===== config.mk =====
export PLATFORM = sky130hd
export DESIGN_NAME = tws_ctrl
export DESIGN_NICKNAME = d
export VERILOG_FILES = /design/src/hw/rtl/tws_pkg.sv /design/src/hw/rtl/tws_ctrl.sv
export SDC_FILE = /design/constraint.sdc
export NUM_CORES = 1
export LEC_CHECK = 0
export BUFFER_PORTS_ARGS = -buffer_cell sky130_fd_sc_hd__buf_2
export CORE_AREA = 4 4 237 239
export DETAILED_ROUTE_END_ITERATION = 10
export DIE_AREA = 0 0 241 243
export HOLD_SLACK_MARGIN = 0.1
export SETUP_SLACK_MARGIN = 0.2
export SLEW_MARGIN = 5
export SYNTH_ARGS = -nofsm -noshare
export SYNTH_HDL_FRONTEND = slang
export SYNTH_SLANG_ARGS = --single-unit

===== constraint.sdc =====
create_clock -name clk -period 4.8 [get_ports clk]
set_input_delay 1.2 -clock clk [delete_from_list [all_inputs] [get_ports clk]]
set_output_delay 1.2 -clock clk [all_outputs]
set_load 0.01 [all_outputs]

===== src/hw/rtl/tws_pkg.sv =====
// Shared constants, types and codes for the trie word store.
// No dependencies; imported by tws_ctrl, the top level and the checker.
package tws_pkg;

    localparam int MAX_NODES = 1024;
    localparam int ALPHABET  = 26;

    localparam int NODE_W    = $clog2(MAX_NODES);
    localparam int FREE_W    = $clog2(MAX_NODES + 1);
    localparam int OP_W      = 2;
    localparam int LETTER_W  = 5;

    // One row per node: ALPHABET child indexes, then one end bit per child.
    localparam int END_BASE  = ALPHABET * NODE_W;
    localparam int ROW_W     = ALPHABET * (NODE_W + 1);

    localparam logic [OP_W-1:0] OP_INSERT = 2'd0;
    localparam logic [OP_W-1:0] OP_EXACT  = 2'd1;
    localparam logic [OP_W-1:0] OP_PREFIX = 2'd2;

    typedef logic [NODE_W-1:0] node_t;
    typedef logic [ROW_W-1:0]  row_t;

    typedef struct packed {
        logic  we;
        node_t waddr;
        row_t  wdata;
        logic  re;
        node_t raddr;
    } ram_req_t;

    typedef struct packed {
        logic valid;
        logic hit;
        logic status;
    } result_t;

endpackage


===== src/hw/rtl/tws_ctrl.sv =====
// Walk sequencer: clearing sweep, per-letter read-modify-write of node rows.
// Depends on tws_pkg.
module tws_ctrl (
    input  logic                     clk,
    input  logic                     rst_n,
    input  logic                     in_valid,
    output logic                     in_ready,
    input  logic [tws_pkg::OP_W-1:0]     opcode,
    input  logic [tws_pkg::LETTER_W-1:0] letter,
    input  logic                     last,
    input  logic                     out_free,
    output tws_pkg::result_t         res,
    output tws_pkg::ram_req_t        ram_req,
    input  tws_pkg::row_t            ram_rdata
);
    import tws_pkg::*;

    localparam logic [1:0] ST_CLEAR = 2'd0;
    localparam logic [1:0] ST_IDLE  = 2'd1;
    localparam logic [1:0] ST_EXEC  = 2'd2;

    logic [1:0]          state_reg, state_next;
    node_t               clr_addr_reg, clr_addr_next;
    node_t               cur_reg, cur_next;
    logic [FREE_W-1:0]   free_reg, free_next;
    logic                miss_reg, miss_next;
    logic                full_reg, full_next;
    logic [OP_W-1:0]     op_reg;
    logic [LETTER_W-1:0] letter_reg;
    logic                last_reg;

    logic  accept;
    logic  letter_ok;
    logic  is_ins;
    logic  stopped;
    node_t child;
    logic  end_bit;
    logic  step_miss, step_full, create, advance, mark;
    logic  miss_n, full_n;
    logic  proceed;
    node_t new_child;
    row_t  row_new;

    assign in_ready = (state_reg == ST_IDLE);
    assign accept   = in_valid && in_ready;

    always_ff @(posedge clk)
    begin
        if (accept)
        begin
            op_reg     <= opcode;
            letter_reg <= letter;
            last_reg   <= last;
        end
    end

    // lane select out of the row
    always_comb
    begin
        child   = '0;
        end_bit = 1'b0;
        for (int l = 0; l < ALPHABET; l++)
        begin
            if (32'(letter_reg) == l)
            begin
                child   = ram_rdata[l*NODE_W +: NODE_W];
                end_bit = ram_rdata[END_BASE + l];
            end
        end
    end

    assign letter_ok = (32'(letter_reg) < ALPHABET);
    assign is_ins    = (op_reg == OP_INSERT);
    assign stopped   = miss_reg || full_reg;

    assign step_miss = !stopped && (!letter_ok || ((child == '0) && !is_ins));
    assign step_full = !stopped && letter_ok && (child == '0) && is_ins
                       && (free_reg == FREE_W'(MAX_NODES));
    assign create    = !stopped && letter_ok && (child == '0) && is_ins
                       && (free_reg != FREE_W'(MAX_NODES));
    assign advance   = !stopped && !step_miss && !step_full;
    assign miss_n    = miss_reg || step_miss;
    assign full_n    = full_reg || step_full;
    assign mark      = last_reg && is_ins && !miss_n && !full_n;
    assign new_child = create ? free_reg[NODE_W-1:0] : child;

    always_comb
    begin
        row_new = ram_rdata;
        for (int l = 0; l < ALPHABET; l++)
        begin
            if (32'(letter_reg) == l)
            begin
                row_new[l*NODE_W +: NODE_W] = new_child;
                row_new[END_BASE + l]       = ram_rdata[END_BASE + l] | mark;
            end
        end
    end

    // a last letter waits in EXEC until the output register can take it
    assign proceed = (state_reg == ST_EXEC) && (!last_reg || out_free);

    always_comb
    begin
        res.valid  = proceed && last_reg;
        res.status = is_ins && full_n;
        if (is_ins)
        begin
            res.hit = !miss_n && !full_n;
        end
        else
        begin
            res.hit = !miss_n && !full_n && ((op_reg == OP_EXACT) ? end_bit : 1'b1);
        end
    end

    always_comb
    begin
        ram_req.re    = accept;
        ram_req.raddr = cur_reg;
        if (state_reg == ST_CLEAR)
        begin
            ram_req.we    = 1'b1;
            ram_req.waddr = clr_addr_reg;
            ram_req.wdata = '0;
        end
        else
        begin
            ram_req.we    = proceed && (create || mark);
            ram_req.waddr = cur_reg;
            ram_req.wdata = row_new;
        end
    end

    always_comb
    begin
        state_next    = state_reg;
        clr_addr_next = clr_addr_reg;
        cur_next      = cur_reg;
        free_next     = free_reg;
        miss_next     = miss_reg;
        full_next     = full_reg;
        case (state_reg)
            ST_CLEAR:
            begin
                clr_addr_next = clr_addr_reg + 1'b1;
                if (clr_addr_reg == NODE_W'(MAX_NODES - 1))
                begin
                    state_next = ST_IDLE;
                end
            end
            ST_IDLE:
            begin
                if (accept)
                begin
                    state_next = ST_EXEC;
                end
            end
            ST_EXEC:
            begin
                if (proceed)
                begin
                    state_next = ST_IDLE;
                    if (create)
                    begin
                        free_next = free_reg + 1'b1;
                    end
                    if (last_reg)
                    begin
                        cur_next  = '0;
                        miss_next = 1'b0;
                        full_next = 1'b0;
                    end
                    else
                    begin
                        cur_next  = advance ? new_child : cur_reg;
                        miss_next = miss_n;
                        full_next = full_n;
                    end
                end
            end
            default:
            begin
                state_next = ST_CLEAR;
            end
        endcase
    end

    always_ff @(posedge clk or negedge rst_n)
    begin
        if (!rst_n)
        begin
            state_reg    <= ST_CLEAR;
            clr_addr_reg <= '0;
            cur_reg      <= '0;
            free_reg     <= FREE_W'(1);
            miss_reg     <= 1'b0;
            full_reg     <= 1'b0;
        end
        else
        begin
            state_reg    <= state_next;
            clr_addr_reg <= clr_addr_next;
            cur_reg      <= cur_next;
            free_reg     <= free_next;
            miss_reg     <= miss_next;
            full_reg     <= full_next;
        end
    end

endmodule


==> impl_summary.md <==
Outcome
The flow ran to the end, but the final reports show violations. The final reports fail on negative setup slack.

Yosys
Counting flops with a built-in enable in the synthesized netlist gives 8. Sequential cells were found to cover 11.11% of the synthesized design area. The count of yosys warnings during synthesis is 0.

The cell count after synthesis came out at 1,512. After synthesis the cells add up to 10,060 sq um. Of all flip-flops after synthesis, the portion carrying an async set or reset was 81.40%. After synthesis, the netlist uses 95 different library cells. In this run, synthesis produced a sequential element count of 43.

Among all flip-flop cells after synthesis, the most frequent one is sky130_fd_sc_hd__dfrtp_1. The mean cell area of the mapped netlist is 6.654 sq um. The number of nets in the synthesized netlist is 1,813.

Floorplanning
The number of ports placed on the die boundary is 610. The die footprint is 58,560 sq um. The die is 243 um tall. The number of cell rows is 85. The initial core utilization is 18.70%. The region available for standard cell placement spans 53,810 sq um. From left edge to right edge, the die measures 241 um.

Hold path
The path category of the worst min-delay check is register to register. The startpoint of the most critical hold path is clr_addr_reg[2]$_DFFE_PN0P_. The worst hold path terminates at clr_addr_reg[2]$_DFFE_PN0P_.

The depth of the worst hold-timing path is 1.

GRT
The residual overflow from global routing is 0. The first global-routing pass estimated 118,600 um of wire. The total track usage is 27.51%. Entering global routing, the biggest net connects 158 pins. The number of antenna violations at the first check in global routing is 7.

The number of global-route vias before repair was 15,790.

Power and ir drop
The sequential share of power is 13.2%. Cell internal power was estimated by the tool at 0.002010 W. For this design the static power due to leakage is 8.595 nW. The worst supply voltage drop on vdd is 0.1334 mV. For this design the ratio of total power to cell area is 197.0 nW/um^2. The share of total power dissipated in combinational logic is 78.3%. The share of total power consumed by net switching is 49.92%. The clock network is responsible for 8.5% of the overall power. The power spent charging and discharging nets is 0.002003 W.

Worst setup path
Among cell families on the critical path, the largest total delay comes from compound AO/OA/AOI/OAI gates. Counting buffers and inverters, the worst setup path is 14 cells deep. The launching element type of the critical path is an input pin. STA puts the critical path data required time at 3.60 ns.

The number of buffers and inverters on the critical path is 5. The worst-case register-to-register setup slack is 0.43 ns. The slowest stage of the critical path belongs to the cell sky130_fd_sc_hd__or4b_4. For this run, the slowest stage of the critical path takes 0.64 ns. The critical path in this run is classified as input pin to output port. The number of cells on the worst reg-to-reg path is 17.

For the worst setup path, the data arrival time is 4.27 ns. Of all nets on the critical path, the largest fanout is 3. The destination of the worst register-to-register timing path is cur_reg[1]$_DFFE_PN0P_. The worst register-to-register path begins at letter_reg[1]$_DFFE_PP_. Walking the worst path, the cells encountered are buf_6, mux2_4, a221oi_4, a2bb2oi_4, o221ai_4, nand2_1, o211ai_1, or4b_4, buf_6, buf_4, o31ai_1, buf_4, a21oi_1, buf_2. The critical path capture point type is an output port.

Timing
The max-slew headroom at the worst pin is 42.74%. The final number of max-transition violations is 0. The highest achievable clock rate is 0.1829 GHz.

The number of hold-slack violations in the final timing report is 0. For the finished layout, the period the worst path requires is 5.469 ns. After layout, the worst setup slack is -0.6689 ns. The total of endpoints with negative setup slack in the final report is 289. The slew of the pin with the lowest slew margin is 0.8558 ns.

On the final layout, the worst clock skew is 0.004843 ns. Setup repair after global routing could not meet its margin everywhere. The part of the cycle the worst path needs is 113.9%.

Flow run
The number of maximum-capacitance violations is 0.

Route
The total wirelength of the detailed-routed design is 89,730 um. Once detail routing completed, the nets flagged for antenna violations numbered 0. The first-iteration detailed-routing DRC count is 1,471. After detailed routing, the number of remaining DRC violations is 0. The average via count per standard cell is 5.448. The first-pass detailed-route iteration total is 6. Across all layers, the routed design uses 16,710 vias. Dividing the detail-routed wire length by the instance count gives 29.25 um.

Layout
The register with the most flip-flops in the layout has 11 of them. The layout overhead on the synthesized area is 102.5%. Of the cells placed in the final design, the portion with a size suffix greater than 1 is 59.53%.

The non-filler instance count after layout is 3,068. The filler cells instantiated in the layout total 5,604. In the final design database the tool counted 2,665 nets.

Clock tree
The root buffer selected by CTS is sky130_fd_sc_hd__clkbuf_16. The TritonCTS clock tree is done. The clock latency at the later pin of the worst-skew pair is 0.29 ns. Counting along the longest clock path gives a buffer depth of 2. The post-cts hold buffer count is 0. Clock-pin slew was measured on the worst setup and hold paths at 0.06 ns. In this run, CTS created clock tree buffers numbering 5. The H-tree depth is 2. The count of clock tree sinks is 43.

Placed design
The count of placed standard cells including taps is 3,008. The detailed-placement wirelength estimate is 71,600 um. In this run the tool buffered the top-level ports with 609 buffer cells. The final estimated routing congestion in global placement is 0.9941.

OpenSTA, run right after detailed placement, puts the worst setup slack at -0.9269 ns.
==> cells in the final DEF (no fill, tap or decap), types with 8 or more instances in the layout <==
cell type / count
sky130_fd_sc_hd__nand4_1: 8
sky130_fd_sc_hd__o2bb2ai_1: 8
sky130_fd_sc_hd__nand3_1: 22
sky130_fd_sc_hd__buf_12: 42
sky130_fd_sc_hd__o21ai_1: 11
sky130_fd_sc_hd__buf_4: 334
sky130_fd_sc_hd__buf_2: 454
sky130_fd_sc_hd__a211oi_1: 8
sky130_fd_sc_hd__o221ai_1: 15
sky130_fd_sc_hd__a21oi_2: 92
sky130_fd_sc_hd__nor2_2: 13
sky130_fd_sc_hd__nor3_1: 14
sky130_fd_sc_hd__buf_6: 174
sky130_fd_sc_hd__inv_1: 14
sky130_fd_sc_hd__edfxtp_1: 8
sky130_fd_sc_hd__nor2b_1: 14
sky130_fd_sc_hd__o22ai_1: 28
sky130_fd_sc_hd__clkbuf_16: 16
sky130_fd_sc_hd__dfrtp_1: 34
sky130_fd_sc_hd__a21oi_4: 175
sky130_fd_sc_hd__a21o_1: 8
sky130_fd_sc_hd__xnor2_1: 17
sky130_fd_sc_hd__a21oi_1: 54
sky130_fd_sc_hd__mux2i_1: 12
sky130_fd_sc_hd__and3_1: 12
sky130_fd_sc_hd__nand2_1: 123
sky130_fd_sc_hd__o21ai_0: 314
sky130_fd_sc_hd__nand2b_1: 16
sky130_fd_sc_hd__nor2_1: 70
sky130_fd_sc_hd__and2_1: 11
==> layout make-up <==
type | instances | area [sq um] | area share (%)
diodes | 7 | 17.52 | 0.08600
clock buffers | 6 | 128.9 | 0.6327
clock inverters | 2 | 11.26 | 0.05528
inverters | 16 | 63.81 | 0.3133
multi-input cells | 1275 | 10150 | 49.82
flip-flops and latches | 43 | 1117 | 5.485
well taps | 696 | 870.8 | 4.275
repair buffers | 1023 | 8013 | 39.34
==> cell usage after synthesis (9+ instances only) <==
library cell	count	area share, %
sky130_fd_sc_hd__nand2b_1	17	1.1
sky130_fd_sc_hd__a211oi_1	11	0.82
sky130_fd_sc_hd__and3_1	13	0.81
sky130_fd_sc_hd__o221ai_1	16	1.4
sky130_fd_sc_hd__mux2i_1	12	1.2
sky130_fd_sc_hd__inv_1	15	0.56
sky130_fd_sc_hd__xnor2_1	17	1.5
sky130_fd_sc_hd__nor3_1	20	0.99
sky130_fd_sc_hd__buf_6	20	2.2
sky130_fd_sc_hd__a21oi_1	162	8.1
sky130_fd_sc_hd__buf_2	24	1.2
sky130_fd_sc_hd__clkbuf_1	117	4.4
sky130_fd_sc_hd__nand3_1	25	1.2
sky130_fd_sc_hd__o21ai_0	329	16
sky130_fd_sc_hd__and2_1	11	0.68
sky130_fd_sc_hd__nor2_1	87	3.2
sky130_fd_sc_hd__nand2_1	123	4.6
sky130_fd_sc_hd__nor3b_1	9	0.67
sky130_fd_sc_hd__nor2b_1	16	0.99
sky130_fd_sc_hd__dfrtp_1	34	8.5
sky130_fd_sc_hd__a21oi_2	156	14
sky130_fd_sc_hd__a31oi_1	10	0.62
sky130_fd_sc_hd__buf_4	13	0.97
sky130_fd_sc_hd__o22ai_1	28	1.7
==> what timing repair did <==
action                                 in CTS  in global routing
gates resized for setup                   190                156
cloned                                      2                 11
buffers inserted                           18                 14
setup endpoints to repair                 289                289
endpoints found under the hold margin       0                  0
pin swaps                                  35                 51
==> kinds of logic (layout without fill, tap and decap cells) <==
group,count (synthesis),in the layout,share of synthesized area (%)
multiplexers,17,17,1.754
other,0,7,0
flip-flops,43,43,11.11
AND/OR/NAND/NOR,387,387,19.64
XOR/XNOR,19,19,1.654
buffers and inverters,194,1047,9.787
adder cells (fa/ha/maj),3,3,0.3731
AO/OA/AOI/OAI,849,849,55.69
==> power by group through the flow <==
stage          Combinational (W)  Sequential (W)  Clock [W]
3_3_place_gp             0.00261        0.000531          0
5_1_grt                  0.00329        0.000541   0.000366
2_1_floorplan            0.00143        0.000529          0
4_1_cts                  0.00282        0.000529   0.000352
6_report                 0.00314        0.000530   0.000340
3_5_place_dp             0.00261        0.000535          0
==> worst register-to-register path, delay by kind of cell, from the launching register on <==
| family | cells | cell delay, ns |
|---|---|---|
| buffers and inverters | 7 | 1.03 |
| AO/OA/AOI/OAI | 7 | 1.63 |
| AND/OR/NAND/NOR | 3 | 1.26 |
| flip-flops | 1 | 0.38 |
==> stage by stage <==
stage | utilization, % | area [sq um] | TNS (ns) | hold slack [ns] | total power (W)
after floorplan | - | 11640 | 0 | 0.4369 | 0.001956
after detailed placement | 33.00 | 17760 | -238.73 | 0.4742 | 0.003149
final | 37.85 | 20370 | -165.04 | 0.4723 | 0.004013
after global routing | 37.83 | 20360 | -176.42 | 0.5059 | 0.004198
after global placement | 33.00 | 17760 | -243.78 | 0.4516 | 0.003136
after CTS | 35.42 | 19060 | -134.31 | 0.4852 | 0.003700
==> worst max path at each step <==
stage | start | end | slack (ns)
after detailed placement | ram_rdata[22] | ram_req[66] | -0.93
after global routing | ram_rdata[95] | ram_req[127] | -0.68
after floorplan | ram_rdata[22] | ram_req[104] | 0.03
after global placement | ram_rdata[62] | ram_req[66] | -0.96
after CTS | ram_rdata[2] | ram_req[77] | -0.54
final | ram_rdata[2] | res[1] | -0.67
==> metal layers <==
metal | up-vias | global-route usage [%] | wire length [um] | part of all wire, %
met3 | 163 | 3.542 | 6415 | 7.1
met2 | 984 | 47.08 | 42320 | 47
met4 | 2 | 7.055 | 3272 | 3.6
met1 | 8152 | 36.45 | 37700 | 42
li1 | 7412 | - | - | -
met5 | - | 0 | 13 | 0.014
No activity file was read; power rests on OpenSTA's default activity.
